[src/rtl/core/okl_pkg.sv]
`timescale 1ns / 1ps

package okl_pkg;

    // field widths of the input and result words
    localparam int CMD_W       = 3;
    localparam int KEY_W       = 32;
    localparam int STATUS_W    = 2;
    localparam int COUNT_OUT_W = 6;

    // packed word widths, padded to whole bytes
    localparam int S_TDATA_W = 40;
    localparam int M_TDATA_W = 40;

    localparam int DEF_CAPACITY = 32;

    typedef enum logic [CMD_W-1:0] {
        CMD_INSERT   = 3'd0,
        CMD_DELETE   = 3'd1,
        CMD_RM_FRONT = 3'd2,
        CMD_RM_BACK  = 3'd3,
        CMD_DUMP     = 3'd4
    } cmd_t;

    typedef enum logic [STATUS_W-1:0] {
        ST_DONE  = 2'd0,
        ST_FULL  = 2'd1,
        ST_MISS  = 2'd2,
        ST_ENTRY = 2'd3
    } status_t;

endpackage

[src/rtl/core/okl_ram.sv]
`timescale 1ns / 1ps

// simple dual port ram, one write port, one read port with registered data
module okl_ram #(
    parameter int WIDTH = 32,
    parameter int DEPTH = 32
) (
    input  logic                     clk,
    input  logic                     wr_en,
    input  logic [$clog2(DEPTH)-1:0] wr_addr,
    input  logic [WIDTH-1:0]         wr_data,
    input  logic [$clog2(DEPTH)-1:0] rd_addr,
    output logic [WIDTH-1:0]         rd_data
);

    logic [WIDTH-1:0] mem [DEPTH];
    logic [WIDTH-1:0] rd_data_reg;

    always_ff @(posedge clk) begin
        if (wr_en) begin
            mem[wr_addr] <= wr_data;
        end
        rd_data_reg <= mem[rd_addr];
    end

    assign rd_data = rd_data_reg;

endmodule

[src/rtl/core/ordered_key_list_engine_core.sv]
`timescale 1ns / 1ps

// channel   direction  handshake          payload
// s_        in         s_tvalid/s_tready  s_tdata: command, key_value
// m_        out        m_tvalid/m_tready  m_tdata: status, entry_key, entry_count; m_tlast
//
// one command word at a time; remove front/back read the entry, insert and unused codes do not
// delete by key reads and compares each scanned entry, then reads and writes each entry
// moved to close the gap, all through the single read port of the entry ram
// dump reads each entry, then presents it as one result word
// aresetn clears count, head and control; the entry ram is not cleared and needs no sweep
// a stalled m_ side holds the engine in its result state, s_tready stays low meanwhile

module ordered_key_list_engine_core #(
    parameter int CAPACITY = okl_pkg::DEF_CAPACITY
) (
    input  logic                          aclk,
    input  logic                          aresetn,
    // s_tdata: [2:0] command, [34:3] key_value, [39:35] zero
    input  logic                          s_tvalid,
    output logic                          s_tready,
    input  logic [okl_pkg::S_TDATA_W-1:0] s_tdata,
    // m_tdata: [1:0] status, [33:2] entry_key, [39:34] entry_count
    output logic                          m_tvalid,
    input  logic                          m_tready,
    output logic [okl_pkg::M_TDATA_W-1:0] m_tdata,
    output logic                          m_tlast
);

    import okl_pkg::*;

    localparam int AW = $clog2(CAPACITY);
    localparam int CW = $clog2(CAPACITY + 1);
    localparam logic [AW:0]   CAP_EXT = (AW + 1)'(CAPACITY);
    localparam logic [AW-1:0] LAST_SLOT = AW'(CAPACITY - 1);
    localparam logic [CW-1:0] CAP_CNT = CW'(CAPACITY);

    typedef enum logic [9:0] {
        S_IDLE     = 10'b00_0000_0001,
        S_SRCH_RD  = 10'b00_0000_0010,
        S_SRCH_CMP = 10'b00_0000_0100,
        S_SHIFT_RD = 10'b00_0000_1000,
        S_SHIFT_WR = 10'b00_0001_0000,
        S_TAKE_RD  = 10'b00_0010_0000,
        S_TAKE     = 10'b00_0100_0000,
        S_DUMP_RD  = 10'b00_1000_0000,
        S_DUMP_OUT = 10'b01_0000_0000,
        S_RESP     = 10'b10_0000_0000
    } state_t;

    // circular buffer: logical position p lives at slot (head + p) mod CAPACITY
    function automatic logic [AW-1:0] slot_of(logic [AW-1:0] head, logic [AW-1:0] pos);
        logic [AW:0] sum;
        sum = {1'b0, head} + {1'b0, pos};
        if (sum >= CAP_EXT) begin
            sum = sum - CAP_EXT;
        end
        return sum[AW-1:0];
    endfunction

    state_t                  state_reg, state_next;
    logic [CW-1:0]           count_reg, count_next;
    logic [AW-1:0]           head_reg, head_next;
    logic [AW-1:0]           pos_reg, pos_next;
    cmd_t                    cmd_reg, cmd_next;
    logic signed [KEY_W-1:0] key_reg, key_next;
    status_t                 resp_st_reg, resp_st_next;
    logic signed [KEY_W-1:0] resp_key_reg, resp_key_next;

    logic                    m_tvalid_reg, m_tvalid_next;
    logic [M_TDATA_W-1:0]    m_tdata_reg, m_tdata_next;
    logic                    m_tlast_reg, m_tlast_next;

    // ram ports
    logic                    ram_wr_en;
    logic [AW-1:0]           ram_wr_addr;
    logic [KEY_W-1:0]        ram_wr_data;
    logic [AW-1:0]           rd_pos;
    logic [AW-1:0]           ram_rd_addr;
    logic [KEY_W-1:0]        ram_rd_data;

    logic                    s_fire;
    logic                    slot_free;
    logic                    pos_is_last;
    logic                    shift_is_last;
    logic                    list_empty;
    logic                    list_full;
    logic [AW-1:0]           head_dec;
    logic [AW-1:0]           head_inc;
    cmd_t                    s_cmd;
    logic signed [KEY_W-1:0] s_key;

    assign s_cmd = cmd_t'(s_tdata[CMD_W-1:0]);
    assign s_key = s_tdata[CMD_W+KEY_W-1:CMD_W];

    assign s_tready  = (state_reg == S_IDLE);
    assign s_fire    = s_tvalid && s_tready;
    // output register can take a new word this cycle
    assign slot_free = !m_tvalid_reg || m_tready;

    assign list_empty    = (count_reg == '0);
    assign list_full     = (count_reg >= CAP_CNT);
    assign pos_is_last   = ((CW'(pos_reg) + CW'(1)) == count_reg);
    assign shift_is_last = ((CW'(pos_reg) + CW'(2)) == count_reg);
    assign head_dec      = (head_reg == '0) ? LAST_SLOT : head_reg - AW'(1);
    assign head_inc      = (head_reg == LAST_SLOT) ? '0 : head_reg + AW'(1);

    // shift reads one ahead of the slot it writes
    assign rd_pos      = (state_reg == S_SHIFT_RD) ? pos_reg + AW'(1) : pos_reg;
    assign ram_rd_addr = slot_of(head_reg, rd_pos);

    okl_ram #(
        .WIDTH (KEY_W),
        .DEPTH (CAPACITY)
    ) u_entries (
        .clk     (aclk),
        .wr_en   (ram_wr_en),
        .wr_addr (ram_wr_addr),
        .wr_data (ram_wr_data),
        .rd_addr (ram_rd_addr),
        .rd_data (ram_rd_data)
    );

    always_comb begin
        state_next    = state_reg;
        count_next    = count_reg;
        head_next     = head_reg;
        pos_next      = pos_reg;
        cmd_next      = cmd_reg;
        key_next      = key_reg;
        resp_st_next  = resp_st_reg;
        resp_key_next = resp_key_reg;
        m_tvalid_next = m_tready ? 1'b0 : m_tvalid_reg;
        m_tdata_next  = m_tdata_reg;
        m_tlast_next  = m_tlast_reg;
        ram_wr_en     = 1'b0;
        ram_wr_addr   = slot_of(head_reg, pos_reg);
        ram_wr_data   = ram_rd_data;

        unique case (state_reg)
            S_IDLE: begin
                if (s_fire) begin
                    cmd_next      = s_cmd;
                    key_next      = s_key;
                    pos_next      = '0;
                    resp_key_next = '0;
                    resp_st_next  = ST_DONE;
                    state_next    = S_RESP;
                    unique case (s_cmd)
                        CMD_INSERT: begin
                            if (list_full) begin
                                resp_st_next = ST_FULL;
                            end else begin
                                // new front goes one slot below the old head
                                ram_wr_en   = 1'b1;
                                ram_wr_addr = head_dec;
                                ram_wr_data = s_key;
                                head_next   = head_dec;
                                count_next  = count_reg + CW'(1);
                            end
                        end
                        CMD_DELETE: begin
                            if (list_empty) begin
                                resp_st_next = ST_MISS;
                            end else begin
                                state_next = S_SRCH_RD;
                            end
                        end
                        CMD_RM_FRONT, CMD_RM_BACK: begin
                            if (list_empty) begin
                                resp_st_next = ST_MISS;
                            end else begin
                                if (s_cmd == CMD_RM_BACK) begin
                                    pos_next = AW'(count_reg - CW'(1));
                                end
                                state_next = S_TAKE_RD;
                            end
                        end
                        CMD_DUMP: begin
                            if (list_empty) begin
                                resp_st_next = ST_MISS;
                            end else begin
                                state_next = S_DUMP_RD;
                            end
                        end
                        default: begin
                            // unused codes leave the list alone
                        end
                    endcase
                end
            end
            S_SRCH_RD: begin
                state_next = S_SRCH_CMP;
            end
            S_SRCH_CMP: begin
                if (ram_rd_data == key_reg) begin
                    resp_st_next  = ST_DONE;
                    resp_key_next = key_reg;
                    if (pos_is_last) begin
                        count_next = count_reg - CW'(1);
                        state_next = S_RESP;
                    end else begin
                        state_next = S_SHIFT_RD;
                    end
                end else if (pos_is_last) begin
                    resp_st_next = ST_MISS;
                    state_next   = S_RESP;
                end else begin
                    pos_next   = pos_reg + AW'(1);
                    state_next = S_SRCH_RD;
                end
            end
            S_SHIFT_RD: begin
                state_next = S_SHIFT_WR;
            end
            S_SHIFT_WR: begin
                // move entry at pos+1 down into pos
                ram_wr_en = 1'b1;
                if (shift_is_last) begin
                    count_next = count_reg - CW'(1);
                    state_next = S_RESP;
                end else begin
                    pos_next   = pos_reg + AW'(1);
                    state_next = S_SHIFT_RD;
                end
            end
            S_TAKE_RD: begin
                state_next = S_TAKE;
            end
            S_TAKE: begin
                resp_st_next  = ST_DONE;
                resp_key_next = ram_rd_data;
                count_next    = count_reg - CW'(1);
                if (cmd_reg == CMD_RM_FRONT) begin
                    head_next = head_inc;
                end
                state_next = S_RESP;
            end
            S_DUMP_RD: begin
                state_next = S_DUMP_OUT;
            end
            S_DUMP_OUT: begin
                // read address is held, so the ram data stays put while stalled
                if (slot_free) begin
                    m_tvalid_next = 1'b1;
                    m_tdata_next  = {COUNT_OUT_W'(count_reg), ram_rd_data, ST_ENTRY};
                    m_tlast_next  = pos_is_last;
                    if (pos_is_last) begin
                        state_next = S_IDLE;
                    end else begin
                        pos_next   = pos_reg + AW'(1);
                        state_next = S_DUMP_RD;
                    end
                end
            end
            S_RESP: begin
                if (slot_free) begin
                    m_tvalid_next = 1'b1;
                    m_tdata_next  = {COUNT_OUT_W'(count_reg), resp_key_reg, resp_st_reg};
                    m_tlast_next  = 1'b1;
                    state_next    = S_IDLE;
                end
            end
            default: begin
                state_next = S_IDLE;
            end
        endcase
    end

    always_ff @(posedge aclk) begin
        if (!aresetn) begin
            state_reg    <= S_IDLE;
            count_reg    <= '0;
            head_reg     <= '0;
            m_tvalid_reg <= 1'b0;
        end else begin
            state_reg    <= state_next;
            count_reg    <= count_next;
            head_reg     <= head_next;
            m_tvalid_reg <= m_tvalid_next;
        end
    end

    always_ff @(posedge aclk) begin
        pos_reg      <= pos_next;
        cmd_reg      <= cmd_next;
        key_reg      <= key_next;
        resp_st_reg  <= resp_st_next;
        resp_key_reg <= resp_key_next;
        m_tdata_reg  <= m_tdata_next;
        m_tlast_reg  <= m_tlast_next;
    end

    assign m_tvalid = m_tvalid_reg;
    assign m_tdata  = m_tdata_reg;
    assign m_tlast  = m_tlast_reg;

    // count never passes capacity
    a_count_bound: assert property (@(posedge aclk) disable iff (!aresetn)
        count_reg <= CAP_CNT)
        else $error("entry count above capacity");

    // count moves by at most one per cycle
    a_count_step: assert property (@(posedge aclk) disable iff (!aresetn)
        $past(aresetn) && (count_reg != $past(count_reg)) |->
            (count_reg == $past(count_reg) + CW'(1)) ||
            (count_reg == $past(count_reg) - CW'(1)))
        else $error("entry count jumped");

    // ram is written only by an insert or by the gap closing step
    a_write_src: assert property (@(posedge aclk) disable iff (!aresetn)
        ram_wr_en |-> (state_reg == S_IDLE) || (state_reg == S_SHIFT_WR))
        else $error("entry ram written outside insert or shift");

    // one command at a time
    a_one_cmd: assert property (@(posedge aclk) disable iff (!aresetn)
        s_fire |=> !s_tready)
        else $error("second command taken while busy");

endmodule

[config.mk]
export PLATFORM = sky130hd
export DESIGN_NAME = ordered_key_list_engine_core
export DESIGN_NICKNAME = d
export VERILOG_FILES = /design/src/rtl/core/okl_pkg.sv /design/src/rtl/core/okl_ram.sv /design/src/rtl/core/ordered_key_list_engine_core.sv
export SDC_FILE = /design/constraint.sdc
export NUM_CORES = 1
export LEC_CHECK = 0
export ABC_AREA = 1
export BUFFER_PORTS_ARGS = -buffer_cell sky130_fd_sc_hd__buf_2
export CAP_MARGIN = 30
export CORE_ASPECT_RATIO = 1.25
export CORE_MARGIN = 10
export CORE_UTILIZATION = 40
export DETAILED_ROUTE_END_ITERATION = 7
export SLEW_MARGIN = 20
export SYNTH_ARGS = -nofsm -noshare
export SYNTH_HDL_FRONTEND = slang
export SYNTH_SLANG_ARGS = --single-unit
[constraint.sdc]
create_clock -name aclk -period 10.39 [get_ports aclk]
set_clock_uncertainty 0.05 [all_clocks]
set_input_delay 0.5195 -clock aclk [delete_from_list [all_inputs] [get_ports aclk]]
set_output_delay 0.5195 -clock aclk [all_outputs]
set_load 0.01 [all_outputs]
; After elaboration in Yosys (flattened, before gate mapping)
; Memory sizes are Yosys's and may differ from the RTL's. A register that Yosys moved wholly into a read port is not among the register bits.
; Index checks and enable logic that the tools add are counted.
[word_totals]
regBits = 137
latchBits = 0
ram_bits = 1024
mem_bits_ro = 0
in_bits = 44
wordCells = 151
mem_count = 1
[memory_table]
columns = name, words, word_bits, read_ports, rd_clocked_by_memory_dff, wr, line
row1 = u_entries.mem, 32, 32, 1, 1, 1, okl_ram.sv:16  ; logic [WIDTH-1:0] mem [DEPTH];
[op_classes]
add_sub_neg = 11
multipliers = 0
n_div = 0
magnitude_cmp = 3
n_eq_ne = 31
shifts = 0
mux = 72
n_bitwise = 0
reduce_logical = 22
[ops]
columns = op, n
row1 = $mux W32, 6
row2 = $mux W5, 21
row3 = $mux W10, 10
row4 = $pmux W10 S10, 1
row5 = $pmux W32 S3, 1
row6 = $mux W40, 2
row7 = $pmux W40 S2, 1
row8 = $mux W6, 6
row9 = $eq A32 B32 Y1, 1
row10 = $pmux W10 S3, 1
row11 = $pmux W6 S4, 1
row12 = $pmux W5 S4, 1
row13 = $ge A6 B6 Y1 const B, 3
row14 = $ne A2 B2 Y1 const B, 9
row15 = $sub A5 B1 Y5 const B, 3
row16 = $add A5 B5 Y6, 2
row17 = $eq A6 B6 Y1, 2
row18 = $reduce_and A3 Y1, 4
row19 = $mux W1, 11
row20 = $add A5 B1 Y5 const B, 2
row21 = $eq A10 B1 Y1 const B, 1
row22 = $eq A10 B10 Y1 const B, 1
row23 = $eq A10 B2 Y1 const B, 1
row24 = $eq A10 B3 Y1 const B, 1
row25 = 36 further kinds, 47

; Logic depth before layout (Yosys ltp)
; Gate-level depths: netlist (run 1).
[logic_depth]
depth_word = 7
depth_mapped = 18
ltp_nobuf = 14

; Hierarchy
; Synthesis (run 1) repeated with hierarchy kept, for this count alone.
[unflattened]
hier_cells = 4354
hier_area_um2 = 50101.8
[by_module_without_submodules]
columns = module, instances, cells_each, area_each_um2
row1 = okl_ram, 1, 3536, 42405.7
row2 = ordered_key_list_engine_core, 1, 818, 7696.1

; Worst setup path before layout (run 1)
; Ideal clock, no wire load.
[synth_path]
path_type = register to register
from = register pos_reg[0]
to = memory u_entries.mem[21][0] (enable)
arrival_ps = 3172
slack_ps = 6747
stages_incl_launch_ff = 12
n_path_buf = 0
synth_period_minus_slack_ps = 3643
cell_sequence = edfxtp_1 > ha_1 > fa_1 > nand3_1 > nand2_1 > xor2_1 > nand2_1 > o21ai_4 > inv_2 > nor2_4 > nand2_2 > nor2_1
[synth_via]
elab_chain_cells = 7
elab_cells_between_ends = 8
cone_classes = add/sub (2) / order compare (1) / mux (5)
[synth_rtl]
columns = element, line
row1 = "start, declared", ordered_key_list_engine_core.sv:64  ; logic [AW-1:0] pos_reg, pos_next;
row2 = "start signal, assigned", ordered_key_list_engine_core.sv:285  ; pos_reg <= pos_next;
row3 = $add A5 B5 Y6 (*), ordered_key_list_engine_core.sv:54  ; sum = {1'b0, head} + {1'b0, pos};
row4 = $sub A5 B1 Y5 / $ge A6 B6 Y1 (equally long branches), "ordered_key_list_engine_core.sv:56, ordered_key_list_engine_core.sv:55"
row5 = $mux W5 (*), ordered_key_list_engine_core.sv:55  ; if (sum >= CAP_EXT) begin
row6 = $mux W5, ordered_key_list_engine_core.sv:151  ; if (list_full) begin
row7 = $mux W5, ordered_key_list_engine_core.sv:149  ; unique case (s_cmd)
row8 = $mux W5, ordered_key_list_engine_core.sv:142  ; if (s_fire) begin
row9 = $mux W5 (*), ordered_key_list_engine_core.sv:140  ; unique case (state_reg)
row10 = "end, declared", okl_ram.sv:16
; Mark *: on every way between the ends. The rest lies on a longest branch, timed or not.

; Worst setup path after layout (run 1)
[layout_path]
from = register state_reg[6]
to = register u_entries.rd_data_reg[22], in the netlist u_entries.rd_data[22] (read register of u_entries.mem)
[layout_via]
elab_chain_cells = 5
elab_cells_between_ends = 6
cone_classes = add/sub (2) / order compare (1) / eq/ne (1) / mux (2)
[layout_rtl]
columns = element, line
row1 = "start, declared", ordered_key_list_engine_core.sv:61  ; state_t state_reg, state_next;
row2 = "start signal, assigned", ordered_key_list_engine_core.sv:277  ; state_reg <= state_next;
row3 = $eq A10 B4 Y1 (*), ordered_key_list_engine_core.sv:109  ; assign rd_pos = (state_reg == S_SHIFT_RD) ? pos_reg + AW'(1) : pos_reg;
row4 = $mux W5 (*), ordered_key_list_engine_core.sv:109
row5 = $add A5 B5 Y6 (*), ordered_key_list_engine_core.sv:54
row6 = $sub A5 B1 Y5 / $ge A6 B6 Y1 (equally long branches), "ordered_key_list_engine_core.sv:56, ordered_key_list_engine_core.sv:55"
row7 = $mux W5 (*), ordered_key_list_engine_core.sv:55
row8 = "end, declared", okl_ram.sv:17  ; logic [WIDTH-1:0] rd_data_reg;
; Marked as above.
; A chain may end at the register's enable or synchronous reset.

==> run summary, run 1 <==
The worst hold path was traced through 2 stages. The clock passes through at most 3 buffers. The number of global-route vias before repair came out at 30296.

The share of the cycle needed by the critical path after routing is 56.5%, and the total of endpoints with negative setup slack in the final report is 0. After synthesis the cells add up to 0.0484 mm^2. Of the total power, combinational logic draws 44.3%. The fraction of layout instances using a drive strength above 1 came out at 11.3%.

The tightest min-delay check is of the in2reg type. Clock tree synthesis found a total of 1193 sinks. I/O pin count: 87. A synthesized cell averages 12.3 um^2. The tools report the slack of the worst reg-to-reg path as 4.52 ns.

The worst pin sits at a relative slew slack of 35.2%. Dividing the detail-routed wire length by the instance count gives 23.6 um. For the pre-CTS setup slack, the log shows 4.57 ns.

Setup repair after global routing left no endpoint under its margin. Synthesis handed over a netlist of 3938 instances. For the worst setup path, the data required time is 10.94 ns. From synthesis to final layout, the design area changed by 13.8%.

The via-per-instance ratio is 5.54, and the filler cell count in the final layout is 10668. The count of input and output buffers came out at 81. The smallest hold slack was 0.0597 ns. Measured in cells, the most critical reg-to-reg path has a length of 16.

At the end of routability-driven placement, the weighted congestion stood at 0.846. The tools report the count of H-tree levels built during CTS as 3. The number of search-and-repair iterations in the first detailed-routing pass is 6, and the vertical die dimension is 409 um.

STA classifies the critical path startpoint as a flop. Detailed placement ended at an HPWL of 71000 um. The run gives 0 as the remaining antenna violation count after routing. The Yosys step of the flow raised 0 warnings.

Clock-pin slew was measured on the worst setup and hold paths at 0.07 ns. The logs give 8.09 mW for the net switching power figure and 0.0353 mm^2 for the register area. The number of CTS-inserted buffers was 111; the standard-cell row count was 142. TritonCTS built the clock tree. The endpoint identified for the worst register-to-register timing path is u_entries.rd_data[22]$_DFF_P_. For the total negative slack for setup checks, the log shows 0 ns.

For this run, the register share of the synthesized area comes to 73.0%. The highest fanout seen on the critical path came out at 80. The total area inside the core boundary comes to 0.120 mm^2.

The tools report the number of failing hold endpoints at the final stage as 0. The distinct cell type count of the synthesized netlist was 52. The flip-flop and latch count after synthesis is 1193.

Static timing analysis puts the maximum clock frequency at 0.170 GHz. The routed design could run at a clock period as short as 5.87 ns. The power per standard cell area was 346 mW/mm^2; the switching portion of total power was 42.5%. The die covers 0.135 mm^2. The element type at the critical path end is a flop. For this block, the initial DRC count from the detailed router was 3217. For the net total in the final layout, the log shows 4075.

The tools report the pin count of the biggest net entering global routing as 170. The number of setup buffers added after CTS is 0. The run gives 40.3% as the initial core utilization.

First-pass GRT wire length: 196000 um. Total of hold buffers inserted after clock tree synthesis: 34. The tools report the start of the worst register-to-register path as state_reg[6]$_SDFFE_PN0P_. The global-route usage over all layers was 19.3%; the clock latency of the later-clocked register in the worst-skew pair was 0.73 ns.

In the synthesized netlist the dominant register cell turns out to be sky130_fd_sc_hd__edfxtp_1. In this run the most critical hold path is launched from aresetn. In this run the static leakage power is 18.3 nW. For the total nets after synthesis, the log shows 4000. The summed area of non-filler cells in the final layout is 0.0550 mm^2, and the detailed-route DRC error count is 0. The combined area of the multi-input logic cells came out at 0.0121 mm^2.

Of the total power, registers draw 33.8%. The logs give 0 for the count of maximum capacitance violations and 45.9% for the utilization after layout. Across all layers, the routed design uses 31522 vias.

The number of slew-limit violations in the final report came out at 0. The run finished with clean final reports. After clock tree synthesis, the repair step resized 0 gates. The root cell of the clock tree is sky130_fd_sc_hd__clkbuf_16.

The type of the setup path with the least slack was reg2reg. The run gives 21.9% as the portion of total power attributed to the clock network. After synthesis, the share of flip-flops with an asynchronous set or reset is 0%. The path with the worst hold slack has its endpoint at state_reg[0]$_SDFFE_PN1P_. The final global-route overflow total was 0. For the pin with the worst max-slew slack, the measured transition is 0.972 ns. The run gives 4.52 ns as the setup slack after layout. From left edge to right edge, the die measures 331 um.

The internal portion of the total power is 11.0 mW. For the antenna diode instance count, the log shows 0. The initial antenna violation count was 0; the flip-flop count of the largest register after layout was 1024.

The number of enable flip-flop cells after synthesis came out at 1139. VDD sags by at most 0.364 mV. Summed over all layers, the routed wires come to 134000 um.

The post-placement cell area was 0.0509 mm^2. For the worst path arrival time, the log shows 6.42 ns.
[layer usage]
layer / vias up / track usage (%) / routed length (um)
li1: 14446 / - / -
met1: 15631 / 24.7 / 54000
met2: 1192 / 32.6 / 66000
met3: 253 / 2.77 / 9250
met4: 0 / 7.97 / 5170
met5: - / 0 / 0
[cells by family (layout without fill, tap and decap cells)]
kind of cell	count (synthesis)	count (layout)	share of synthesized area (%)
simple gates	1289	1289	10.8
flops	1193	1193	73.0
compound gates	1043	1043	11.8
buf+inv	347	519	3.02
xor+xnor	44	44	0.828
fa+ha+maj	18	18	0.497
mux	4	4	0.0931
[worst max-delay path, cell delays in order (launching register included)]
cell and delay [ns]:
sky130_fd_sc_hd__dfxtp_1 0.36, sky130_fd_sc_hd__nor2_4 0.19, sky130_fd_sc_hd__nand2_4 0.14, sky130_fd_sc_hd__nor3_1 0.69, sky130_fd_sc_hd__xor2_1 0.21, sky130_fd_sc_hd__ha_4 0.63
sky130_fd_sc_hd__buf_4 0.77, sky130_fd_sc_hd__buf_4 0.77, sky130_fd_sc_hd__buf_4 0.76, sky130_fd_sc_hd__nor2_1 0.11, sky130_fd_sc_hd__nor2_1 0.10, sky130_fd_sc_hd__o21ai_0 0.09
sky130_fd_sc_hd__a21oi_1 0.19, sky130_fd_sc_hd__a21oi_1 0.06, sky130_fd_sc_hd__nand2_1 0.10, sky130_fd_sc_hd__nand2_1 0.05, sky130_fd_sc_hd__o21ai_1 0.31
[cells in the mapped netlist, types with 5 or more instances]
cell | number | area [um^2]
sky130_fd_sc_hd__a21oi_1 | 178 | 891
sky130_fd_sc_hd__buf_1 | 19 | 71.3
sky130_fd_sc_hd__buf_2 | 76 | 380
sky130_fd_sc_hd__buf_4 | 11 | 82.6
sky130_fd_sc_hd__clkbuf_1 | 133 | 499
sky130_fd_sc_hd__dfxtp_1 | 54 | 1080
sky130_fd_sc_hd__edfxtp_1 | 1139 | 34200
sky130_fd_sc_hd__ha_1 | 16 | 200
sky130_fd_sc_hd__inv_1 | 94 | 353
sky130_fd_sc_hd__inv_2 | 6 | 22.5
sky130_fd_sc_hd__nand2_1 | 363 | 1360
sky130_fd_sc_hd__nand2_2 | 10 | 62.6
sky130_fd_sc_hd__nand3_1 | 107 | 536
sky130_fd_sc_hd__nand4_1 | 15 | 93.8
sky130_fd_sc_hd__nor2_1 | 760 | 2850
sky130_fd_sc_hd__nor2_4 | 7 | 78.8
sky130_fd_sc_hd__nor3_1 | 5 | 25.0
sky130_fd_sc_hd__nor4_1 | 5 | 31.3
sky130_fd_sc_hd__o21ai_0 | 570 | 2850
sky130_fd_sc_hd__o21ai_1 | 70 | 350
sky130_fd_sc_hd__o221ai_1 | 64 | 561
sky130_fd_sc_hd__o22ai_1 | 140 | 876
sky130_fd_sc_hd__xnor2_1 | 25 | 219
sky130_fd_sc_hd__xor2_1 | 17 | 149
[cell usage in the layout, fill, tap and decap left out, types with 5 or more instances in the layout]
master	instances
sky130_fd_sc_hd__ha_1	15
sky130_fd_sc_hd__nor2_1	726
sky130_fd_sc_hd__clkinv_2	23
sky130_fd_sc_hd__a21oi_2	29
sky130_fd_sc_hd__o21ai_1	70
sky130_fd_sc_hd__nor4_1	5
sky130_fd_sc_hd__o221ai_1	64
sky130_fd_sc_hd__clkbuf_1	19
sky130_fd_sc_hd__xor2_1	16
sky130_fd_sc_hd__a21oi_1	147
sky130_fd_sc_hd__inv_1	91
sky130_fd_sc_hd__clkinv_1	20
sky130_fd_sc_hd__o22ai_1	140
sky130_fd_sc_hd__buf_2	82
sky130_fd_sc_hd__buf_4	79
sky130_fd_sc_hd__nor2_4	40
sky130_fd_sc_hd__nand2_2	10
sky130_fd_sc_hd__inv_2	6
sky130_fd_sc_hd__dlygate4sd3_1	34
sky130_fd_sc_hd__clkinvlp_4	5
sky130_fd_sc_hd__nand2_1	363
sky130_fd_sc_hd__xnor2_1	25
sky130_fd_sc_hd__edfxtp_1	1139
sky130_fd_sc_hd__nand3_1	107
sky130_fd_sc_hd__clkbuf_16	116
sky130_fd_sc_hd__o21ai_0	570
sky130_fd_sc_hd__nor3_1	5
sky130_fd_sc_hd__bufinv_16	9
sky130_fd_sc_hd__clkbuf_8	14
sky130_fd_sc_hd__dfxtp_1	54
sky130_fd_sc_hd__nand4_1	15
[how the worst max path moves through the flow]
stage | startpoint | end | cells past startpoint
6_report | state_reg[6]$_SDFFE_PN0P_ | u_entries.rd_data[22]$_DFF_P_ | 16
5_1_grt | state_reg[6]$_SDFFE_PN0P_ | u_entries.rd_data[14]$_DFF_P_ | 16
4_1_cts | state_reg[6]$_SDFFE_PN0P_ | u_entries.rd_data[22]$_DFF_P_ | 16
3_5_place_dp | state_reg[6]$_SDFFE_PN0P_ | u_entries.rd_data[22]$_DFF_P_ | 16
3_3_place_gp | state_reg[6]$_SDFFE_PN0P_ | u_entries.rd_data[22]$_DFF_P_ | 16
2_1_floorplan | pos_reg[0]$_DFFE_PP_ | u_entries.mem[21][0]$_DFFE_PP_ | 11
[area by class of cell]
class / count / area share [%]
Timing Repair Buffer: 205 / 2.75
Clock inverter: 61 / 1.11
Multi-Input combinational cell: 2398 / 21.9
Inverter: 104 / 0.755
Tap cell: 1584 / 3.60
Clock buffer: 149 / 5.75
Sequential cell: 1193 / 64.1
[metrics by stage]
| step | total power, mW | std cells |
|---|---|---|
| global placement | 14.7 | 5443 |
| finish | 19.0 | 5694 |
| floorplan | 12.2 | 3938 |
| detailed placement | 14.9 | 5448 |
| CTS | 19.0 | 5692 |
| global route | 20.2 | 5694 |
[power by group through the flow]
stage               Combinational (mW)  Sequential, mW  Clock [mW]
floorplan                         5.71            6.47           0
global placement                  8.22            6.53           0
detailed placement                8.34            6.53           0
CTS                               8.38            6.43        4.23
global route                      9.32            6.45        4.41
finish                            8.44            6.43        4.18
No activity file was read; power rests on OpenSTA's default activity.
==> run 2: changes to the inputs <==
==> constraint.sdc (replaced) <==
create_clock -name aclk -period 6 [get_ports aclk]
set_clock_uncertainty 0.05 [all_clocks]
set_input_delay 0.3 -clock aclk [delete_from_list [all_inputs] [get_ports aclk]]
set_output_delay 0.3 -clock aclk [all_outputs]
set_load 0.01 [all_outputs]
==> run 2 against run 1 <==
  * Utilization up 0.31 points
  * Setup slack worse by 2.9 ns
  * Global-route usage rose by 0.15 points
  * Highest routed layer unchanged
  * Largest cell class unchanged
==> run summary, run 2 (synthesis results as in run 1) <==
The multi-input combinational cells in the finished layout cover a total of 0.0121 mm^2. Dividing the detail-routed via count by the number of cells gives 5.54. The vertical die dimension is 409 um, and the chip width is 331 um.

The core box area is 0.120 mm^2. In this run the core area contains 142 standard-cell rows. The tools report the startpoint kind of the worst setup timing path as a flop. The average wire per standard cell was 23.5 um. The library cell used most frequently in the layout, excluding fill and tap cells, is sky130_fd_sc_hd__edfxtp_1.

Pre-CTS setup slack: 1.66 ns. The run gives 0.226 GHz as the highest attainable clock frequency. Clock latency of the later-clocked register in the worst-skew pair: 0.73 ns. The register with the most flip-flops in the layout has 1024 of them.

Setup repair after global routing left no endpoint under its margin. Element type at the critical path end: a flop. The number of CTS-inserted buffers came out at 109. Count of input and output buffers: 81. The tools report the number of global-route vias before repair as 31038.

In the final design database the tool counted 4102 nets. The top cell types in the final layout, fill and taps aside, are 1139 x sky130_fd_sc_hd__edfxtp_1, 726 x sky130_fd_sc_hd__nor2_1, 570 x sky130_fd_sc_hd__o21ai_0. The post-route netlist has 11.4% of its cells at a drive strength greater than 1.

The synthesis-to-finish area growth was 14.6%. The sequential cells in the finished layout cover a total of 0.0353 mm^2. Global routing finished with a remaining overflow of 0.

The tools report the total leakage power as 18.4 nW. For the number of search-and-repair iterations in the first detailed-routing pass, the log shows 6. The routed layout has 31693 vias. In this run the count of I/O pins placed on the die edge is 87. The logs give 0 for the number of failing hold endpoints at the final stage and 6.56 ns for the critical path data required time. The run finished with clean final reports.

Routability-driven placement finished with a final weighted congestion of 0.844. The final layout contains routed wiring with a total length of 134000 um. For this configuration, the core starts out at a cell density of 40.3%. The shortest clock period the worst path allows after layout is 4.42 ns. The tools report the hold path startpoint as s_tdata[24].

Entering global routing, the biggest net connects 154 pins. The buffers inserted during post-CTS setup optimization is 0, and the post-placement cell area is 0.0513 mm^2. TritonCTS built the clock tree.

At the worst endpoint, the arrival time is 4.98 ns. Detailed placement HPWL: 76800 um. The initial antenna violation count is 3, and the total die area is 0.135 mm^2. In the post-route analysis, the smallest setup slack over all paths is 1.58 ns. The clock slew seen by the registers of the worst setup and hold paths was 0.06 ns; the number of gates resized after CTS was 0. For the filler cell count in the final layout, the log shows 10520. The start of the worst register-to-register path is state_reg[6]$_SDFFE_PN0P_. In this run the power density over the cells is 599 mW/mm^2. For the detailed-route DRC error count, the log shows 0.

The transition time at the pin with the least slew margin is 1.03 ns. Summed over all failing endpoints, the final setup total negative slack is 0 ns. The global-route usage over all layers is 19.5%, and the remaining antenna violation count after routing is 0.

The logs give 0 for the number of slew-limit violations in the final report and 31.1% for the worst slew slack as a fraction of its limit. CTS built an H-tree with a depth of 3. After layout, the worst path uses 73.7% of the clock period. The first global-routing pass estimated 200000 um of wire. For the number of buffers between clock root and the deepest sink, the log shows 3. Count of maximum capacitance violations: 0. The first element of the critical path is state_reg[6]$_SDFFE_PN0P_.

The run gives 0 as the total of endpoints with negative setup slack in the final report. Along the worst path, the maximum fanout reaches 90. Type of the setup path with the least slack: reg2reg.

Highest ir drop seen on vdd: 0.754 mV. The root buffer cell chosen for the clock tree is sky130_fd_sc_hd__clkbuf_16. The number of sinks handled by clock tree synthesis is 1193, and the initial DRC count is 3266. The path category of the worst min-delay check is in2reg. Once layout is done, the placed cells without fillers occupy 0.0554 mm^2.
## run 2: metal layers
| layer | up-vias | GRT usage [%] | share of wire (%) |
|---|---|---|---|
| met5 | - | 0 | 0 |
| met4 | 0 | 8.20 | 4.0 |
| met3 | 285 | 2.80 | 7.2 |
| met2 | 1263 | 33.2 | 49 |
| met1 | 15662 | 24.5 | 39 |
| li1 | 14483 | - | - |
## run 2: path summary, 6_finish.rpt
path                            slack [ns]  depth (start not counted)                             to
worst min-delay path                  0.28                          2          key_reg[21]$_DFFE_PP_
worst max register to register        1.58                         15  u_entries.rd_data[22]$_DFF_P_
worst min register to register        0.47                          2          m_tdata[29]$_DFFE_PP_
worst max-delay path                  1.58                         15  u_entries.rd_data[22]$_DFF_P_
## run 2: what timing repair did
item,CTS,global route
hold buffers,38,0
setup endpoints to repair,0,0
endpoints found under the hold margin,58,0
## run 2: metrics by stage
stage	util [%]	total power [mW]	instances	hold WS, ns
floorplan	-	21.1	3938	0.349
global placement	42.6	26.0	5465	0.443
detailed placement	42.8	26.2	5472	0.451
CTS	46.1	33.2	5712	0.209
global route	46.2	35.3	5716	0.267
finish	46.2	33.2	5716	0.277
## run 2: layout make-up
type | count | area share (%)
multi-input combinational | 2398 | 21.8
timing repair buffer | 234 | 3.62
clock buffer | 150 | 5.51
sequential | 1193 | 63.7
antenna | 1 | 0.00452
clock inverter | 52 | 1.01
inverter | 104 | 0.750
tap | 1584 | 3.58
## run 2: power by group
| part | leakage, nW | internal, mW | switching [mW] |
|---|---|---|---|
| logic | 5.86 | 4.36 | 10.7 |
| registers | 10.8 | 10.8 | 0.345 |
| clock network | 1.75 | 3.95 | 3.08 |
## run 2: worst max-delay path: stages (launching register included)
cell	delay, ns
sky130_fd_sc_hd__dfxtp_1	0.36
sky130_fd_sc_hd__nor2_4	0.21
sky130_fd_sc_hd__nand2_4	0.15
sky130_fd_sc_hd__nor3_1	0.21
sky130_fd_sc_hd__buf_4	0.18
sky130_fd_sc_hd__xor2_1	0.23
sky130_fd_sc_hd__ha_4	0.18
sky130_fd_sc_hd__fa_4	0.79
sky130_fd_sc_hd__inv_8	0.58
sky130_fd_sc_hd__buf_4	0.46
sky130_fd_sc_hd__o21ai_0	0.15
sky130_fd_sc_hd__o22ai_1	0.16
sky130_fd_sc_hd__nand2_1	0.07
sky130_fd_sc_hd__nand3_1	0.10
sky130_fd_sc_hd__nand2_1	0.11
sky130_fd_sc_hd__o21ai_1	0.28
